$ cat src/rtl/ppm_frame_decoder_unit_macros.svh
// Assertion macros shared by the PPM frame decoder RTL.
`ifndef PPM_FRAME_DECODER_UNIT_MACROS_SVH
`define PPM_FRAME_DECODER_UNIT_MACROS_SVH

// The condition holds at every clock edge outside reset.
`define PPM_ASSERT_ALWAYS(lbl, clk, rst, cond) \
   lbl: assert property (@(posedge clk) disable iff (rst) (cond)) \
      else $error("ppm decoder: invariant violated");

// The consequence holds in the same cycle as the antecedent.
`define PPM_ASSERT_IMPL(lbl, clk, rst, ante, cons) \
   lbl: assert property (@(posedge clk) disable iff (rst) (ante) |-> (cons)) \
      else $error("ppm decoder: implication violated");

// The consequence holds in the cycle after the antecedent.
`define PPM_ASSERT_NEXT(lbl, clk, rst, ante, cons) \
   lbl: assert property (@(posedge clk) disable iff (rst) (ante) |=> (cons)) \
      else $error("ppm decoder: next-cycle implication violated");

`endif

$ cat src/rtl/ppm_pkg.sv
// Types, constants and helper functions of the PPM frame decoder.
package ppm_pkg;

   // Default depth of the channel store.
   localparam int MAX_CHANNELS_DEF = 16;

   // Field widths.
   localparam int TIME_W     = 32;
   localparam int VALUE_W    = 16;
   localparam int CHAN_W     = 5;
   localparam int VEL_W      = 19;
   localparam int SPEED_W    = 7;
   localparam int IN_DATA_W  = 32;
   localparam int OUT_DATA_W = 72;

   // Configuration port.
   localparam int CSR_ADDR_W = 5;
   localparam int CSR_DATA_W = 32;
   localparam int REG_IDX_W  = 3;

   localparam logic [REG_IDX_W-1:0] REG_MIN_WIDTH = 3'd0;
   localparam logic [REG_IDX_W-1:0] REG_MAX_WIDTH = 3'd1;
   localparam logic [REG_IDX_W-1:0] REG_MAX_VEL   = 3'd2;
   localparam logic [REG_IDX_W-1:0] REG_CHAN_CNT  = 3'd3;
   localparam logic [REG_IDX_W-1:0] REG_TRIGGER   = 3'd4;
   localparam logic [REG_IDX_W-1:0] REG_MOTOR_THR = 3'd5;

   // Register reset values.
   localparam logic [VALUE_W-1:0] MIN_WIDTH_RST = 16'd1000;
   localparam logic [VALUE_W-1:0] MAX_WIDTH_RST = 16'd2000;
   localparam logic [VALUE_W-1:0] MAX_VEL_RST   = 16'd0;
   localparam logic [CHAN_W-1:0]  CHAN_CNT_RST  = 5'd8;
   localparam logic               TRIGGER_RST   = 1'b1;
   localparam logic [VALUE_W-1:0] MOTOR_THR_RST = 16'd0;

   // Q2.14 levels.
   localparam int                 Q_FRAC     = 14;
   localparam logic [VALUE_W-1:0] Q_HALF     = 16'd8192;
   localparam logic [VALUE_W-1:0] SYNC_LEVEL = 16'd19661;
   localparam logic [VALUE_W-1:0] VALUE_SAT  = 16'hFFFF;

   // Serial divider: the scaled interval below saturation fits in 18 bits.
   localparam int DIV_IN_W = 18;
   localparam int DIV_CNT_W = 4;

   // Velocity arithmetic.
   localparam int DEV_W  = 18;
   localparam int PROD_W = 35;
   localparam logic signed [DEV_W-1:0] DEV_OFFSET = 18'sd32768;
   localparam logic signed [PROD_W-1:0] TRUNC_BIAS = 35'sd16383;

   // Speed arithmetic.
   localparam int SPEED_PROD_W = 23;
   localparam logic [SPEED_W-1:0] SPEED_MAX = 7'd100;
   localparam logic [CHAN_W-1:0]  SPEED_MIN_CHANNELS = 5'd6;

   // Read-back sequence of the channel store after a sync gap.
   localparam int STEP_W      = 3;
   localparam int READ_STEPS  = 5;
   localparam int DRAIN_W     = 2;
   localparam int DRAIN_CYCLES = 3;

   typedef enum logic [2:0] {
      SEL_ROT,
      SEL_LIN,
      SEL_AUTO,
      SEL_MOTOR,
      SEL_SPEED
   } held_sel_type;

   // Command that travels with each channel store read.
   typedef struct packed {
      logic         valid;
      held_sel_type sel;
   } held_cmd_type;

   // Channel store entry read at each step (velocities first).
   function automatic logic [2:0] step_addr(input logic [STEP_W-1:0] step);
      logic [2:0] addr;
      case (step)
         3'd0:    addr = 3'd0;
         3'd1:    addr = 3'd1;
         3'd2:    addr = 3'd4;
         3'd3:    addr = 3'd5;
         3'd4:    addr = 3'd6;
         default: addr = 3'd0;
      endcase
      return addr;
   endfunction

   // Held output that each step refreshes.
   function automatic held_sel_type step_sel(input logic [STEP_W-1:0] step);
      held_sel_type sel;
      case (step)
         3'd0:    sel = SEL_ROT;
         3'd1:    sel = SEL_LIN;
         3'd2:    sel = SEL_AUTO;
         3'd3:    sel = SEL_MOTOR;
         3'd4:    sel = SEL_SPEED;
         default: sel = SEL_ROT;
      endcase
      return sel;
   endfunction

endpackage

$ cat src/rtl/ppm_divider.sv
// Restoring serial divider that yields the 16-bit Q2.14 channel value.
module ppm_divider (
   input  logic                         clock,
   input  logic                         reset,
   input  logic                         start,
   input  logic [ppm_pkg::DIV_IN_W-1:0] dividend,
   input  logic [ppm_pkg::VALUE_W-1:0]  divisor,
   output logic                         done,
   output logic [ppm_pkg::VALUE_W-1:0]  quotient
);
   import ppm_pkg::*;

   logic                 busy_ff;
   logic                 done_ff;
   logic [DIV_CNT_W-1:0] cnt_ff;
   logic [VALUE_W-1:0]   rem_ff;
   logic [VALUE_W-1:0]   bits_ff;
   logic [VALUE_W-1:0]   quo_ff;
   logic [VALUE_W-1:0]   div_ff;

   logic [VALUE_W:0]     trial;
   logic                 fits;
   logic [VALUE_W:0]     trial_sub;

   // One quotient bit per cycle; the remainder always stays below the divisor.
   always_comb begin
      trial     = {rem_ff, bits_ff[VALUE_W-1]};
      fits      = trial >= {1'b0, div_ff};
      trial_sub = trial - {1'b0, div_ff};
   end

   // Control of the iteration.
   always_ff @(posedge clock) begin
      if (reset) begin
         busy_ff <= 1'b0;
         done_ff <= 1'b0;
         cnt_ff  <= '0;
      end else begin
         done_ff <= 1'b0;
         if (start) begin
            busy_ff <= 1'b1;
            cnt_ff  <= '0;
         end else if (busy_ff) begin
            cnt_ff <= cnt_ff + 1'b1;
            if (cnt_ff == '1) begin
               busy_ff <= 1'b0;
               done_ff <= 1'b1;
            end
         end
      end
   end

   // Datapath: the dividend, the interval above the minimum width, is shifted left by the fraction width.
   always_ff @(posedge clock) begin
      if (start) begin
         rem_ff  <= dividend[DIV_IN_W-1:DIV_IN_W-VALUE_W];
         bits_ff <= {dividend[DIV_IN_W-VALUE_W-1:0], {(VALUE_W-DIV_IN_W+VALUE_W){1'b0}}};
         quo_ff  <= '0;
         div_ff  <= divisor;
      end else if (busy_ff) begin
         rem_ff  <= fits ? trial_sub[VALUE_W-1:0] : trial[VALUE_W-1:0];
         bits_ff <= {bits_ff[VALUE_W-2:0], 1'b0};
         quo_ff  <= {quo_ff[VALUE_W-2:0], fits};
      end
   end

   assign done     = done_ff;
   assign quotient = quo_ff;

endmodule

$ cat src/rtl/ppm_chan_mem.sv
// Channel store: a one-port-write, one-port-read memory with per-entry valid bits.
module ppm_chan_mem #(
   parameter int DEPTH = ppm_pkg::MAX_CHANNELS_DEF
) (
   input  logic                         clock,
   input  logic                         reset,
   input  logic                         wr_en,
   input  logic [$clog2(DEPTH)-1:0]     wr_addr,
   input  logic [ppm_pkg::VALUE_W-1:0]  wr_data,
   input  logic                         rd_en,
   input  logic [$clog2(DEPTH)-1:0]     rd_addr,
   output logic [ppm_pkg::VALUE_W-1:0]  rd_data
);
   import ppm_pkg::*;

   logic [VALUE_W-1:0] store_ff [DEPTH];
   logic [DEPTH-1:0]   valid_ff;
   logic [VALUE_W-1:0] rd_data_ff;
   logic               rd_valid_ff;

   // Memory array with registered read data.
   always_ff @(posedge clock) begin
      if (wr_en) begin
         store_ff[wr_addr] <= wr_data;
      end
      if (rd_en) begin
         rd_data_ff <= store_ff[rd_addr];
      end
   end

   // Entries never written since reset read as zero.
   always_ff @(posedge clock) begin
      if (reset) begin
         valid_ff    <= '0;
         rd_valid_ff <= 1'b0;
      end else begin
         if (wr_en) begin
            valid_ff[wr_addr] <= 1'b1;
         end
         if (rd_en) begin
            rd_valid_ff <= valid_ff[rd_addr];
         end
      end
   end

   assign rd_data = rd_valid_ff ? rd_data_ff : '0;

endmodule

$ cat src/rtl/ppm_held.sv
// Held control outputs, refreshed from channel store reads after a sync gap.
module ppm_held (
   input  logic                               clock,
   input  logic                               reset,
   input  ppm_pkg::held_cmd_type              cmd,
   input  logic [ppm_pkg::VALUE_W-1:0]        rd_data,
   input  logic [ppm_pkg::VALUE_W-1:0]        max_velocity,
   input  logic [ppm_pkg::VALUE_W-1:0]        motor_threshold,
   input  logic [ppm_pkg::CHAN_W-1:0]         channel_count,
   output logic signed [ppm_pkg::VEL_W-1:0]   linear_velocity,
   output logic signed [ppm_pkg::VEL_W-1:0]   rotation_velocity,
   output logic                               auto_mode,
   output logic                               motor_on,
   output logic [ppm_pkg::SPEED_W-1:0]        speed_percent
);
   import ppm_pkg::*;

   logic signed [DEV_W-1:0]  dev;
   logic [SPEED_PROD_W-1:0]  speed_prod;
   logic [SPEED_PROD_W-Q_FRAC-1:0] speed_raw;
   logic [SPEED_W-1:0]       speed_clamped;
   logic                     vel_cmd;

   logic                     vel_a_ff;
   logic                     lin_a_ff;
   logic signed [DEV_W-1:0]  dev_ff;
   logic                     vel_b_ff;
   logic                     lin_b_ff;
   logic signed [PROD_W-1:0] prod_ff;

   logic signed [PROD_W-1:0] prod_biased;
   logic signed [PROD_W-1:0] vel_scaled;
   logic                     over_pos;
   logic                     over_neg;
   logic signed [VEL_W-1:0]  vel_clamped;

   logic signed [VEL_W-1:0]  held_lin_ff;
   logic signed [VEL_W-1:0]  held_rot_ff;
   logic                     held_auto_ff;
   logic                     held_motor_ff;
   logic [SPEED_W-1:0]       held_speed_ff;

   // Stick deviation 2v - 2.0 and the speed percent of the current read.
   always_comb begin
      dev           = $signed({1'b0, rd_data, 1'b0}) - DEV_OFFSET;
      speed_prod    = SPEED_PROD_W'(rd_data) * SPEED_PROD_W'(SPEED_MAX);
      speed_raw     = speed_prod[SPEED_PROD_W-1:Q_FRAC];
      speed_clamped = (speed_raw > (SPEED_PROD_W-Q_FRAC)'(SPEED_MAX))
                      ? SPEED_MAX : speed_raw[SPEED_W-1:0];
      vel_cmd       = cmd.valid && (cmd.sel == SEL_ROT || cmd.sel == SEL_LIN);
   end

   // Velocity pipeline: deviation, product, then scaling and clamping.
   always_ff @(posedge clock) begin
      if (reset) begin
         vel_a_ff <= 1'b0;
         vel_b_ff <= 1'b0;
      end else begin
         vel_a_ff <= vel_cmd;
         vel_b_ff <= vel_a_ff;
      end
   end

   always_ff @(posedge clock) begin
      lin_a_ff <= (cmd.sel == SEL_LIN);
      dev_ff   <= dev;
      lin_b_ff <= lin_a_ff;
      prod_ff  <= dev_ff * $signed({1'b0, max_velocity});
   end

   // Division by 1.0 truncates toward zero, then the result is clamped to 19 bits.
   always_comb begin
      prod_biased = prod_ff + (prod_ff[PROD_W-1] ? TRUNC_BIAS : '0);
      vel_scaled  = prod_biased >>> Q_FRAC;
      over_pos    = !vel_scaled[PROD_W-1] && (vel_scaled[PROD_W-2:VEL_W-1] != '0);
      over_neg    = vel_scaled[PROD_W-1] && (vel_scaled[PROD_W-2:VEL_W-1] != '1);
      if (over_pos) begin
         vel_clamped = {1'b0, {(VEL_W-1){1'b1}}};
      end else if (over_neg) begin
         vel_clamped = {1'b1, {(VEL_W-1){1'b0}}};
      end else begin
         vel_clamped = vel_scaled[VEL_W-1:0];
      end
   end

   // Held registers.
   always_ff @(posedge clock) begin
      if (reset) begin
         held_lin_ff   <= '0;
         held_rot_ff   <= '0;
         held_auto_ff  <= 1'b0;
         held_motor_ff <= 1'b0;
         held_speed_ff <= '0;
      end else begin
         if (vel_b_ff) begin
            if (lin_b_ff) begin
               held_lin_ff <= vel_clamped;
            end else begin
               held_rot_ff <= vel_clamped;
            end
         end
         if (cmd.valid) begin
            case (cmd.sel)
               SEL_AUTO:  held_auto_ff  <= (rd_data >= Q_HALF);
               SEL_MOTOR: held_motor_ff <= (rd_data >= motor_threshold);
               SEL_SPEED: begin
                  if (channel_count > SPEED_MIN_CHANNELS) begin
                     held_speed_ff <= speed_clamped;
                  end
               end
               default: ;
            endcase
         end
      end
   end

   assign linear_velocity   = held_lin_ff;
   assign rotation_velocity = held_rot_ff;
   assign auto_mode         = held_auto_ff;
   assign motor_on          = held_motor_ff;
   assign speed_percent     = held_speed_ff;

endmodule

$ cat src/rtl/ppm_frame_decoder_unit.sv
// Top level of the PPM frame decoder: sequencer, configuration registers, output stage.
//
//   Channel   Direction  Ports                     Contents
//   req_      in         tvalid tready tdata tuser pin edge: time stamp, pin level
//   rsp_      out        tvalid tready tdata tlast channel value and held controls
//   csr_      in/out     APB psel penable ...      six configuration registers
//
// An edge at the other level is dropped; the first kept edge only records its time stamp.
// A pulse passes the prepare, check, divide, write and emit states, the divide state
// waiting on the 16-step serial divider; values below the minimum or saturated skip it.
// A sync gap adds read and drain states that read channels back from the channel store.
// Reset is synchronous; the store uses valid bits and needs no clearing pass.
// A waiting request is accepted while the previous result sits in the output register.
`include "ppm_frame_decoder_unit_macros.svh"

module ppm_frame_decoder_unit #(
   parameter int MAX_CHANNELS = ppm_pkg::MAX_CHANNELS_DEF
) (
   input  logic                                clock,
   input  logic                                reset,
   // Request channel.
   input  logic                                req_tvalid,
   output logic                                req_tready,
   // tdata: time_us[31:0]
   input  logic [ppm_pkg::IN_DATA_W-1:0]       req_tdata,
   // tuser: pin_level[0]
   input  logic                                req_tuser,
   // Result channel.
   output logic                                rsp_tvalid,
   input  logic                                rsp_tready,
   // tdata: channel_index[4:0], channel_value[20:5], linear_velocity[39:21],
   //        rotation_velocity[58:40], auto_mode[59], motor_on[60],
   //        speed_percent[67:61], zero[71:68]
   output logic [ppm_pkg::OUT_DATA_W-1:0]      rsp_tdata,
   // tlast: frame_end
   output logic                                rsp_tlast,
   // Configuration port.
   input  logic                                csr_psel,
   input  logic                                csr_penable,
   input  logic                                csr_pwrite,
   input  logic [ppm_pkg::CSR_ADDR_W-1:0]      csr_paddr,
   input  logic [ppm_pkg::CSR_DATA_W-1:0]      csr_pwdata,
   output logic [ppm_pkg::CSR_DATA_W-1:0]      csr_prdata,
   output logic                                csr_pready
);
   import ppm_pkg::*;

   localparam int PCW = $clog2(MAX_CHANNELS + 1);
   localparam int AW  = $clog2(MAX_CHANNELS);

   typedef enum logic [2:0] {
      ST_IDLE,
      ST_PREP,
      ST_CHECK,
      ST_DIVIDE,
      ST_WRITE,
      ST_READ,
      ST_DRAIN,
      ST_EMIT
   } state_type;

   // Configuration registers.
   logic [VALUE_W-1:0]   min_width_ff;
   logic [VALUE_W-1:0]   max_width_ff;
   logic [VALUE_W-1:0]   max_vel_ff;
   logic [CHAN_W-1:0]    chan_cnt_ff;
   logic                 trigger_ff;
   logic [VALUE_W-1:0]   motor_thr_ff;

   // Sequencer state.
   state_type            state_ff;
   logic [TIME_W-1:0]    last_time_ff;
   logic [PCW-1:0]       pulse_ff;
   logic [PCW-1:0]       ch_ff;
   logic [TIME_W-1:0]    interval_ff;
   logic [TIME_W-1:0]    diff_ff;
   logic [VALUE_W-1:0]   span_ff;
   logic                 below_ff;
   logic                 empty_ff;
   logic [VALUE_W-1:0]   val_ff;
   logic                 sync_ff;
   logic [STEP_W-1:0]    step_ff;
   logic [DRAIN_W-1:0]   drain_ff;
   held_cmd_type         held_cmd_ff;

   // Output register.
   logic                 rsp_tvalid_ff;
   logic                 rsp_tlast_ff;
   logic [CHAN_W-1:0]    rsp_index_ff;
   logic [VALUE_W-1:0]   rsp_value_ff;
   logic signed [VEL_W-1:0] rsp_lin_ff;
   logic signed [VEL_W-1:0] rsp_rot_ff;
   logic                 rsp_auto_ff;
   logic                 rsp_motor_ff;
   logic [SPEED_W-1:0]   rsp_speed_ff;

   logic                 csr_wr;
   logic [REG_IDX_W-1:0] csr_idx;
   logic                 out_free;
   logic                 saturated;
   logic                 div_start;
   logic                 div_done;
   logic [VALUE_W-1:0]   div_quotient;
   logic                 mem_wr_en;
   logic                 mem_rd_en;
   logic [AW-1:0]        mem_wr_addr;
   logic [AW-1:0]        mem_rd_addr;
   logic [VALUE_W-1:0]   mem_rd_data;

   logic signed [VEL_W-1:0] held_lin;
   logic signed [VEL_W-1:0] held_rot;
   logic                 held_auto;
   logic                 held_motor;
   logic [SPEED_W-1:0]   held_speed;

   // Configuration port decode and read-back.
   assign csr_pready = 1'b1;
   assign csr_wr     = csr_psel && csr_penable && csr_pwrite && csr_pready;
   assign csr_idx    = csr_paddr[CSR_ADDR_W-1:2];

   always_comb begin
      case (csr_idx)
         REG_MIN_WIDTH: csr_prdata = CSR_DATA_W'(min_width_ff);
         REG_MAX_WIDTH: csr_prdata = CSR_DATA_W'(max_width_ff);
         REG_MAX_VEL:   csr_prdata = CSR_DATA_W'(max_vel_ff);
         REG_CHAN_CNT:  csr_prdata = CSR_DATA_W'(chan_cnt_ff);
         REG_TRIGGER:   csr_prdata = CSR_DATA_W'(trigger_ff);
         REG_MOTOR_THR: csr_prdata = CSR_DATA_W'(motor_thr_ff);
         default:       csr_prdata = '0;
      endcase
   end

   always_ff @(posedge clock) begin
      if (reset) begin
         min_width_ff <= MIN_WIDTH_RST;
         max_width_ff <= MAX_WIDTH_RST;
         max_vel_ff   <= MAX_VEL_RST;
         chan_cnt_ff  <= CHAN_CNT_RST;
         trigger_ff   <= TRIGGER_RST;
         motor_thr_ff <= MOTOR_THR_RST;
      end else if (csr_wr) begin
         case (csr_idx)
            REG_MIN_WIDTH: min_width_ff <= csr_pwdata[VALUE_W-1:0];
            REG_MAX_WIDTH: max_width_ff <= csr_pwdata[VALUE_W-1:0];
            REG_MAX_VEL:   max_vel_ff   <= csr_pwdata[VALUE_W-1:0];
            REG_CHAN_CNT:  chan_cnt_ff  <= csr_pwdata[CHAN_W-1:0];
            REG_TRIGGER:   trigger_ff   <= csr_pwdata[0];
            REG_MOTOR_THR: motor_thr_ff <= csr_pwdata[VALUE_W-1:0];
            default: ;
         endcase
      end
   end

   // Handshake and sequencer decode.
   assign req_tready  = (state_ff == ST_IDLE) && !reset;
   assign out_free    = !rsp_tvalid_ff || rsp_tready;
   assign saturated   = diff_ff >= TIME_W'({span_ff, 2'b00});
   assign div_start   = (state_ff == ST_CHECK) && !below_ff && !empty_ff && !saturated;
   assign mem_wr_en   = (state_ff == ST_WRITE);
   assign mem_wr_addr = AW'(ch_ff - 1'b1);
   assign mem_rd_en   = (state_ff == ST_READ);
   assign mem_rd_addr = AW'(step_addr(step_ff));

   // Sequencer: measure, normalise, store, refresh held outputs on a sync gap, and emit the result.
   always_ff @(posedge clock) begin
      if (reset) begin
         state_ff      <= ST_IDLE;
         last_time_ff  <= '0;
         pulse_ff      <= '0;
         step_ff       <= '0;
         drain_ff      <= '0;
         held_cmd_ff   <= '{valid: 1'b0, sel: SEL_ROT};
         rsp_tvalid_ff <= 1'b0;
      end else begin
         held_cmd_ff.valid <= 1'b0;
         if (rsp_tready) begin
            rsp_tvalid_ff <= 1'b0;
         end
         case (state_ff)
            ST_IDLE: begin
               if (req_tvalid && req_tuser == trigger_ff) begin
                  last_time_ff <= req_tdata;
                  if (pulse_ff == '0) begin
                     pulse_ff <= PCW'(1);
                  end else begin
                     ch_ff       <= pulse_ff;
                     interval_ff <= req_tdata - last_time_ff;
                     state_ff    <= ST_PREP;
                  end
               end
            end
            ST_PREP: begin
               diff_ff  <= interval_ff - TIME_W'(min_width_ff);
               below_ff <= interval_ff < TIME_W'(min_width_ff);
               empty_ff <= max_width_ff <= min_width_ff;
               span_ff  <= max_width_ff - min_width_ff;
               state_ff <= ST_CHECK;
            end
            ST_CHECK: begin
               if (below_ff) begin
                  val_ff   <= '0;
                  state_ff <= ST_WRITE;
               end else if (empty_ff || saturated) begin
                  val_ff   <= VALUE_SAT;
                  state_ff <= ST_WRITE;
               end else begin
                  state_ff <= ST_DIVIDE;
               end
            end
            ST_DIVIDE: begin
               if (div_done) begin
                  val_ff   <= div_quotient;
                  state_ff <= ST_WRITE;
               end
            end
            ST_WRITE: begin
               sync_ff <= val_ff >= SYNC_LEVEL;
               if (val_ff >= SYNC_LEVEL) begin
                  pulse_ff <= PCW'(1);
                  step_ff  <= '0;
                  state_ff <= ST_READ;
               end else begin
                  if (pulse_ff < PCW'(MAX_CHANNELS)) begin
                     pulse_ff <= pulse_ff + 1'b1;
                  end
                  state_ff <= ST_EMIT;
               end
            end
            ST_READ: begin
               held_cmd_ff <= '{valid: 1'b1, sel: step_sel(step_ff)};
               if (step_ff == STEP_W'(READ_STEPS - 1)) begin
                  drain_ff <= '0;
                  state_ff <= ST_DRAIN;
               end else begin
                  step_ff <= step_ff + 1'b1;
               end
            end
            ST_DRAIN: begin
               if (drain_ff == DRAIN_W'(DRAIN_CYCLES - 1)) begin
                  state_ff <= ST_EMIT;
               end else begin
                  drain_ff <= drain_ff + 1'b1;
               end
            end
            ST_EMIT: begin
               if (out_free) begin
                  rsp_tvalid_ff <= 1'b1;
                  rsp_tlast_ff  <= sync_ff;
                  rsp_index_ff  <= CHAN_W'(ch_ff);
                  rsp_value_ff  <= val_ff;
                  rsp_lin_ff    <= held_lin;
                  rsp_rot_ff    <= held_rot;
                  rsp_auto_ff   <= held_auto;
                  rsp_motor_ff  <= held_motor;
                  rsp_speed_ff  <= held_speed;
                  state_ff      <= ST_IDLE;
               end
            end
            default: state_ff <= ST_IDLE;
         endcase
      end
   end

   // Serial divider for the normalised interval.
   ppm_divider u_divider (
      .clock    (clock),
      .reset    (reset),
      .start    (div_start),
      .dividend (diff_ff[DIV_IN_W-1:0]),
      .divisor  (span_ff),
      .done     (div_done),
      .quotient (div_quotient)
   );

   // Channel store.
   ppm_chan_mem #(
      .DEPTH (MAX_CHANNELS)
   ) u_chan_mem (
      .clock   (clock),
      .reset   (reset),
      .wr_en   (mem_wr_en),
      .wr_addr (mem_wr_addr),
      .wr_data (val_ff),
      .rd_en   (mem_rd_en),
      .rd_addr (mem_rd_addr),
      .rd_data (mem_rd_data)
   );

   // Held control outputs.
   ppm_held u_held (
      .clock             (clock),
      .reset             (reset),
      .cmd               (held_cmd_ff),
      .rd_data           (mem_rd_data),
      .max_velocity      (max_vel_ff),
      .motor_threshold   (motor_thr_ff),
      .channel_count     (chan_cnt_ff),
      .linear_velocity   (held_lin),
      .rotation_velocity (held_rot),
      .auto_mode         (held_auto),
      .motor_on          (held_motor),
      .speed_percent     (held_speed)
   );

   // Result packing.
   assign rsp_tvalid = rsp_tvalid_ff;
   assign rsp_tlast  = rsp_tlast_ff;
   assign rsp_tdata  = {4'b0000, rsp_speed_ff, rsp_motor_ff, rsp_auto_ff,
                        rsp_rot_ff, rsp_lin_ff, rsp_value_ff, rsp_index_ff};

   // Checks on the sequencer.
   `PPM_ASSERT_ALWAYS(a_pulse_bound, clock, reset, pulse_ff <= PCW'(MAX_CHANNELS))
   `PPM_ASSERT_IMPL(a_div_done_in_divide, clock, reset, div_done, state_ff == ST_DIVIDE)
   `PPM_ASSERT_IMPL(a_rsp_from_emit, clock, reset, $rose(rsp_tvalid_ff), $past(state_ff) == ST_EMIT)
   `PPM_ASSERT_NEXT(a_read_on_sync, clock, reset, state_ff == ST_WRITE, (state_ff == ST_READ) == sync_ff)

endmodule
$ cat config.mk
export PLATFORM = sky130hd
export DESIGN_NAME = ppm_frame_decoder_unit
export DESIGN_NICKNAME = d
export VERILOG_FILES = /design/src/rtl/ppm_pkg.sv /design/src/rtl/ppm_divider.sv /design/src/rtl/ppm_chan_mem.sv /design/src/rtl/ppm_held.sv /design/src/rtl/ppm_frame_decoder_unit.sv
export VERILOG_INCLUDE_DIRS = /design/src /design/src/rtl
export SDC_FILE = /design/constraint.sdc
export NUM_CORES = 2
export LEC_CHECK = 0
export ABC_AREA = 1
export BUFFER_PORTS_ARGS = -buffer_cell sky130_fd_sc_hd__buf_2
export CAP_MARGIN = 20
export CORE_ASPECT_RATIO = 1.1
export CORE_MARGIN = 2
export CORE_UTILIZATION = 60
export CTS_CLUSTER_SIZE = 16
export DETAILED_ROUTE_END_ITERATION = 8
export HOLD_SLACK_MARGIN = 0.03
export PLACE_DENSITY = 0.81
export SLEW_MARGIN = 20
export SYNTH_ARGS = -nofsm -noshare
export SYNTH_HDL_FRONTEND = slang
export SYNTH_SLANG_ARGS = --single-unit
$ cat constraint.sdc
create_clock -name clock -period 10.55 [get_ports clock]
set_input_delay 0.5275 -clock clock [delete_from_list [all_inputs] [get_ports clock]]
set_output_delay 0.5275 -clock clock [all_outputs]
set_load 0.005 [all_outputs]
# --- Word-level counts from Yosys, hierarchy flattened ---
# Memory sizes are Yosys's and may differ from the RTL's. A register that Yosys moved wholly into a read port is not among the register bits.
# Cells that the tools add are included.
word_totals:
  latchBits: 0
  elab_cells: 223
  out_inout_bits: 108
  regBits: 470
  mem_bits_rw: 256
  n_memories: 1
  rom_bits: 0
  input_bits: 77
memory_table:
  columns: ["name", "depth", "word_bits", "read_ports", "rd_ports_with_merged_regs", "wr", "line", "source"]
  rows:
  - ["u_chan_mem.store_ff", 16, 16, 1, 1, 1, "ppm_chan_mem.sv:16", "logic [VALUE_W-1:0] store_ff [DEPTH];"]
classes:
  eq_ne: 36
  n_addsub: 11
  n_mul: 2
  muxes: 52
  n_reduce_logical: 53
  n_shift: 0
  n_div: 0
  order_cmp: 13
  bitwise: 5
op_table:
  columns: ["cell", "n"]
  rows:
  - ["$mux W16", 9]
  - ["$pmux W16 S6", 1]
  - ["$mux W19", 2]
  - ["$add A35 B35 Y35", 1]
  - ["$mul A18 B17 Y35", 1]
  - ["$ge A32 B18 Y1", 1]
  - ["$lt A32 B16 Y1", 1]
  - ["$pmux W16 S2", 1]
  - ["$sub A16 B16 Y16", 2]
  - ["$sub A32 B16 Y32", 1]
  - ["$sub A32 B32 Y32", 1]
  - ["$mux W3", 10]
  - ["$reduce_and A2 Y1", 13]
  - ["$eq A3 B2 Y1 const B", 8]
  - ["$eq A3 B3 Y1 const B", 8]
  - ["$pmux W3 S4", 2]
  - ["$pmux W3 S8", 1]
  - ["$mul A16 B5 Y21 const B", 1]
  - ["$mux W5", 4]
  - ["$sub A17 B16 Y18 const B", 1]
  - ["$ge A17 B16 Y1", 1]
  - ["$ge A16 B14 Y1 const B", 1]
  - ["$ge A16 B15 Y1 const B", 1]
  - ["$ge A16 B16 Y1", 1]
  - ["other kinds (45)", 99]

# --- Logic depth before layout (Yosys ltp) ---
depth:
  word_depth: 6
  ltp_mapped: 27

# --- Cells and area by module ---
# A second synthesis with hierarchy kept.
unflattened:
  hier_cells: 5300
  area_unflattened_um2: 47234.1
by_module_without_submodules:
  columns: ["mod", "area_each_um2", "cells_per_inst", "instances"]
  rows:
  - ["ppm_held", 17660.7, 2348, 1]
  - ["ppm_frame_decoder_unit", 14699.1, 1601, 1]
  - ["ppm_chan_mem", 11410.9, 910, 1]
  - ["ppm_divider", 3463.3, 441, 1]

# --- Worst setup path before layout ---
# Ideal clock, no wire load.
synth_path:
  kind: "in2reg"
  from: "input port reset"
  to: "register rsp_auto_ff, enable pin"
  required_time_ns: 9.969
  path_slack_ns: 4.176
  arrival_time_ns: 5.793
  stages: 4
  setup_ns: 0.581
  n_path_buf: 3
  cell_sequence: "clkbuf_1 clkbuf_1 buf_1 nor3_1"
synth_via:
  elab_chain_cells: 2
synth_rtl:
  columns: ["element", "line", "source"]
  rows:
  - ["start, declared", "ppm_frame_decoder_unit.sv:20", "input logic reset,"]
  - ["$not A1 Y1 (no source line)", null, null]
  - ["$reduce_and A3 Y1 (no source line)", null, null]
  - ["end signal, assigned", "ppm_frame_decoder_unit.sv:253", "rsp_auto_ff <= held_auto;"]
  - ["end, declared", "ppm_frame_decoder_unit.sv:93", "logic rsp_auto_ff;"]
# Every way passes these cells.
# A chain may end at the register's enable or synchronous reset.

# --- Final worst setup path ---
layout_path:
  from: "register max_vel_ff[2]"
  to: "register u_held.prod_ff[31]"
layout_via:
  elab_chain_cells: 1
layout_rtl:
  columns: ["element", "line", "source"]
  rows:
  - ["start, declared", "ppm_frame_decoder_unit.sv:65", "logic [VALUE_W-1:0] max_vel_ff;"]
  - ["start signal, assigned", "ppm_frame_decoder_unit.sv:145", "REG_MAX_VEL: max_vel_ff <= csr_pwdata[VALUE_W-1:0];"]
  - ["$mul A18 B17 Y35", "ppm_held.sv:68", "prod_ff <= dev_ff * $signed({1'b0, max_velocity});"]
  - ["end signal, assigned", "ppm_held.sv:68", null]
  - ["end, declared", "ppm_held.sv:29", "logic signed [PROD_W-1:0] prod_ff;"]
# Every way passes these cells.

==> flow_metrics.py <==
metrics = {
    "run_status": {
        "status": "finished clean",
    },
    "clocking": {
        "post-cts-setup-buffers": 0,
        "hold_buffers": 0,
        "clock_sinks": 570,
        "numCtsBuffers": 57,
        "cts_root_buf": "clkbuf_16",
        "cts.path.max_buffers": 3,
        "clk_latency_ps": 620,
        "clk_pin_slew_ps": 60,
        "htree_levels": 2,
        "tritoncts": "built",
        "ctsResizeCount": 0,
    },
    "timing": {
        "hold_viol": 0,
        "finalCriticalPeriod_ps": 6870,
        "setup_violations": 0,
        "fmax_ghz": 0.145,
        "finalClockSkew_ps": 34.4,
        "fin_crit_sh_pct": 65.1,
        "rsz0062_at_grt": "false",
        "slew-limit-headroom_pct": 29.8,
        "worst-slew-pin-transition_ps": 1050,
        "drv_slew": 0,
        "finalWorstSetupSlack_ps": 3680,
        "tns_ps": 0,
    },
    "setup_path": {
        "cpPeakStageDelay_ps": 900,
        "cp_max_fo": 19,
        "worstPathRequired_ps": 11020,
        "path_cells": "nand2_1 -> fa_1 -> inv_1 -> fa_1 -> fa_1 -> fa_1 -> fa_1 -> inv_1 -> fa_1 -> inv_1 -> ha_1 -> a21oi_1 -> o21ai_0 -> a21oi_1 -> nand3_1 -> a21oi_1 -> o21ai_0 -> xor2_1",
        "crit_arrival_ps": 7340,
        "critPathCaptureType": "flop",
        "path_delay_family": "adder cells",
        "worst-path-stages": 18,
        "regToRegStartpoint": "max_vel_ff[2]$_SDFFE_PP0P_",
        "r2r_slack_ps": 3680,
        "r2r_cells": 18,
        "path_buf_inv": 3,
        "rr_endpoint": "u_held.prod_ff[31]$_DFF_P_",
        "worst_path_most_repeated_cell": "fa_1",
        "cpMaxStageDelayCell": "dfxtp_1",
        "worstSetupStartpointType": "flop",
        "path_class": "reg -> reg",
    },
    "pwr": {
        "p_per_area_nw_per_um2": 128,
        "total_power_mw": 5.52,
        "max-vdd-ir-drop_mv": 0.157,
        "power_leakage_nw": 21.1,
    },
    "yosys": {
        "ys_types": 61,
        "syn_area_per_cell_um2": 8.49,
        "synthArstFlopShare_pct": 0,
        "yosysWarnings": 0,
        "yosysSeqAreaShare_pct": 36.7,
        "syn_inst": 4685,
        "syn_area_um2": 39800,
        "synth_edf_count": 319,
        "ys.flop_type": "edfxtp_1",
        "ys_ff_latch": 570,
    },
    "global_route": {
        "grt_overflow_total": 0,
        "antenna_found_initial": 11,
        "grt_max_degree": 60,
        "track_usage_pct": 27.0,
        "grt_pass1_vias": 30700,
        "grt_pass1_wl_mm": 150,
    },
    "layout": {
        "area_growth_pct": 8.14,
        "drive_gt1_share_pct": 6.48,
        "final_common_cell": "nand2_1",
        "final_nets": 5404,
        "final_cell_mix": "943 x nand2_1, 939 x inv_1, 424 x nor2_1",
    },
    "floorplanning": {
        "die_w_um": 250,
        "core_area_um2": 66000,
        "start_util_pct": 60.3,
        "die-height_um": 274,
        "num_rows": 99,
        "pin_count": 185,
        "dieArea_um2": 68400,
    },
    "placed_design": {
        "place_ws_ps": 3780,
        "gp_congestion": 0.940,
        "dp_hpwl_mm": 69.4,
        "port_buffers": 145,
    },
    "route": {
        "drtIter0Drc": 2238,
        "dr.pass1.iters": 6,
        "wire_per_inst_um": 16.1,
        "drtAntennaViolNets": 0,
        "wirelength_mm": 91.3,
        "drcViolationCount": 0,
        "via_per_inst": 5.41,
        "vias": 30700,
    },
    "worst_hold_path": {
        "min_path_type": "in -> reg",
        "min_from": "req_tdata[0]",
        "min_to": "last_time_ff[0]$_SDFFE_PP0P_",
        "whs_path_depth": 3,
    },
    "job": {
        "drv_cap": 0,
    },
}
[metal layers]
| metal | vias up | track usage, % | wire length (µm) |
|---|---|---|---|
| li1 | 14900 | - | - |
| met1 | 14500 | 32.5 | 36300 |
| met2 | 1011 | 48.7 | 45500 |
| met3 | 259 | 4.18 | 5940 |
| met4 | 12 | 10.8 | 3510 |
| met5 | - | 0 | 75 |
[tightest hold or removal path, delay by kind of cell]
kind	cells	cell delay, ps
buffers and inverters	2	130
AOI/OAI and AO/OA	1	100
[stage by stage]
step	hold WS [ps]	area (µm²)	instances	util, %
2_1_floorplan	310	39900	4704	-
3_3_place_gp	318	41100	5554	62.2
3_5_place_dp	319	41100	5554	62.2
4_1_cts	148	43000	5658	65.1
5_1_grt	192	43000	5660	65.2
6_report	169	43000	5663	65.2
[how the worst max path moves through the flow]
stage / start / end / slack (ps)
after detailed placement: max_vel_ff[2]$_SDFFE_PP0P_ / u_held.prod_ff[31]$_DFF_P_ / 3780
final: max_vel_ff[2]$_SDFFE_PP0P_ / u_held.prod_ff[31]$_DFF_P_ / 3680
after floorplan: reset / rsp_auto_ff$_DFFE_PP_ / 4180
after CTS: max_vel_ff[2]$_SDFFE_PP0P_ / u_held.prod_ff[31]$_DFF_P_ / 3730
after global routing: max_vel_ff[2]$_SDFFE_PP0P_ / u_held.prod_ff[31]$_DFF_P_ / 3200
after global placement: max_vel_ff[3]$_SDFFE_PP0P_ / u_held.prod_ff[31]$_DFF_P_ / 3840
[sequential cells by signal, summed over array words and instances (netlist names), 7 cells and up]
signal                    flops
val_ff                       16
min_width_ff                 16
u_chan_mem.store_ff          96
interval_ff                  32
u_chan_mem.rd_data_ff        16
rsp_value_ff                 16
u_held.prod_ff               34
u_held.dev_ff                17
rsp_lin_ff                   19
motor_thr_ff                 16
u_held.linear_velocity       19
u_held.speed_percent          7
last_time_ff                 32
rsp_speed_ff                  7
u_divider.div_ff             16
rsp_rot_ff                   19
u_held.rotation_velocity     19
max_vel_ff                   16
span_ff                      16
u_divider.rem_ff             16
u_divider.quotient           16
diff_ff                      32
max_width_ff                 16
[report_power, final]
group          internal, mW  leakage (nW)  switching, mW  total [mW]
Sequential             2.49          4.96         0.0784        2.57
Clock                  1.22         0.930          0.850        2.07
Combinational         0.284          15.2          0.594       0.878
[area by class of cell]
class | count | area [µm²]
Antenna cell | 5 | 12.5
Timing Repair Buffer | 164 | 868
Inverter | 951 | 3570
Fill cell | 5271 | 23000
Clock inverter | 33 | 365
Tap cell | 858 | 1070
Sequential cell | 570 | 14600
Multi-Input combinational cell | 3011 | 21000
Clock buffer | 71 | 1560
[synth_stat cells (9+ instances only)]
master | number | area (µm²)
a21o_1 | 19 | 143
a21oi_1 | 248 | 1240
a22oi_1 | 19 | 143
a31oi_1 | 30 | 188
buf_1 | 13 | 48.8
buf_2 | 11 | 55.1
buf_4 | 24 | 180
clkbuf_1 | 120 | 450
dfxtp_1 | 251 | 5020
edfxtp_1 | 319 | 9580
fa_1 | 293 | 5870
ha_1 | 279 | 3490
inv_1 | 941 | 3530
inv_2 | 9 | 33.8
nand2_1 | 943 | 3540
nand3_1 | 143 | 716
nand3b_1 | 11 | 82.6
nand4_1 | 35 | 219
nor2_1 | 426 | 1600
nor3_1 | 34 | 170
nor4_1 | 15 | 93.8
o211ai_1 | 25 | 188
o21ai_0 | 230 | 1150
o21ai_1 | 19 | 95.1
o21bai_1 | 14 | 105
xnor2_1 | 46 | 403
xor2_1 | 75 | 657
[kinds of logic after synthesis]
kind of cell	Yosys count	share of synthesized area [%]
xor gates and xnor gates	121	2.66
muxes	1	0.0252
buffers and inverters	1123	11.0
AOI/OAI and AO/OA	645	9.04
other	2	0.0189
and+or+nand+nor	1651	17.1
adders and majority gates	572	23.5
DFF	570	36.7
Power figures use the tool's default switching activity.
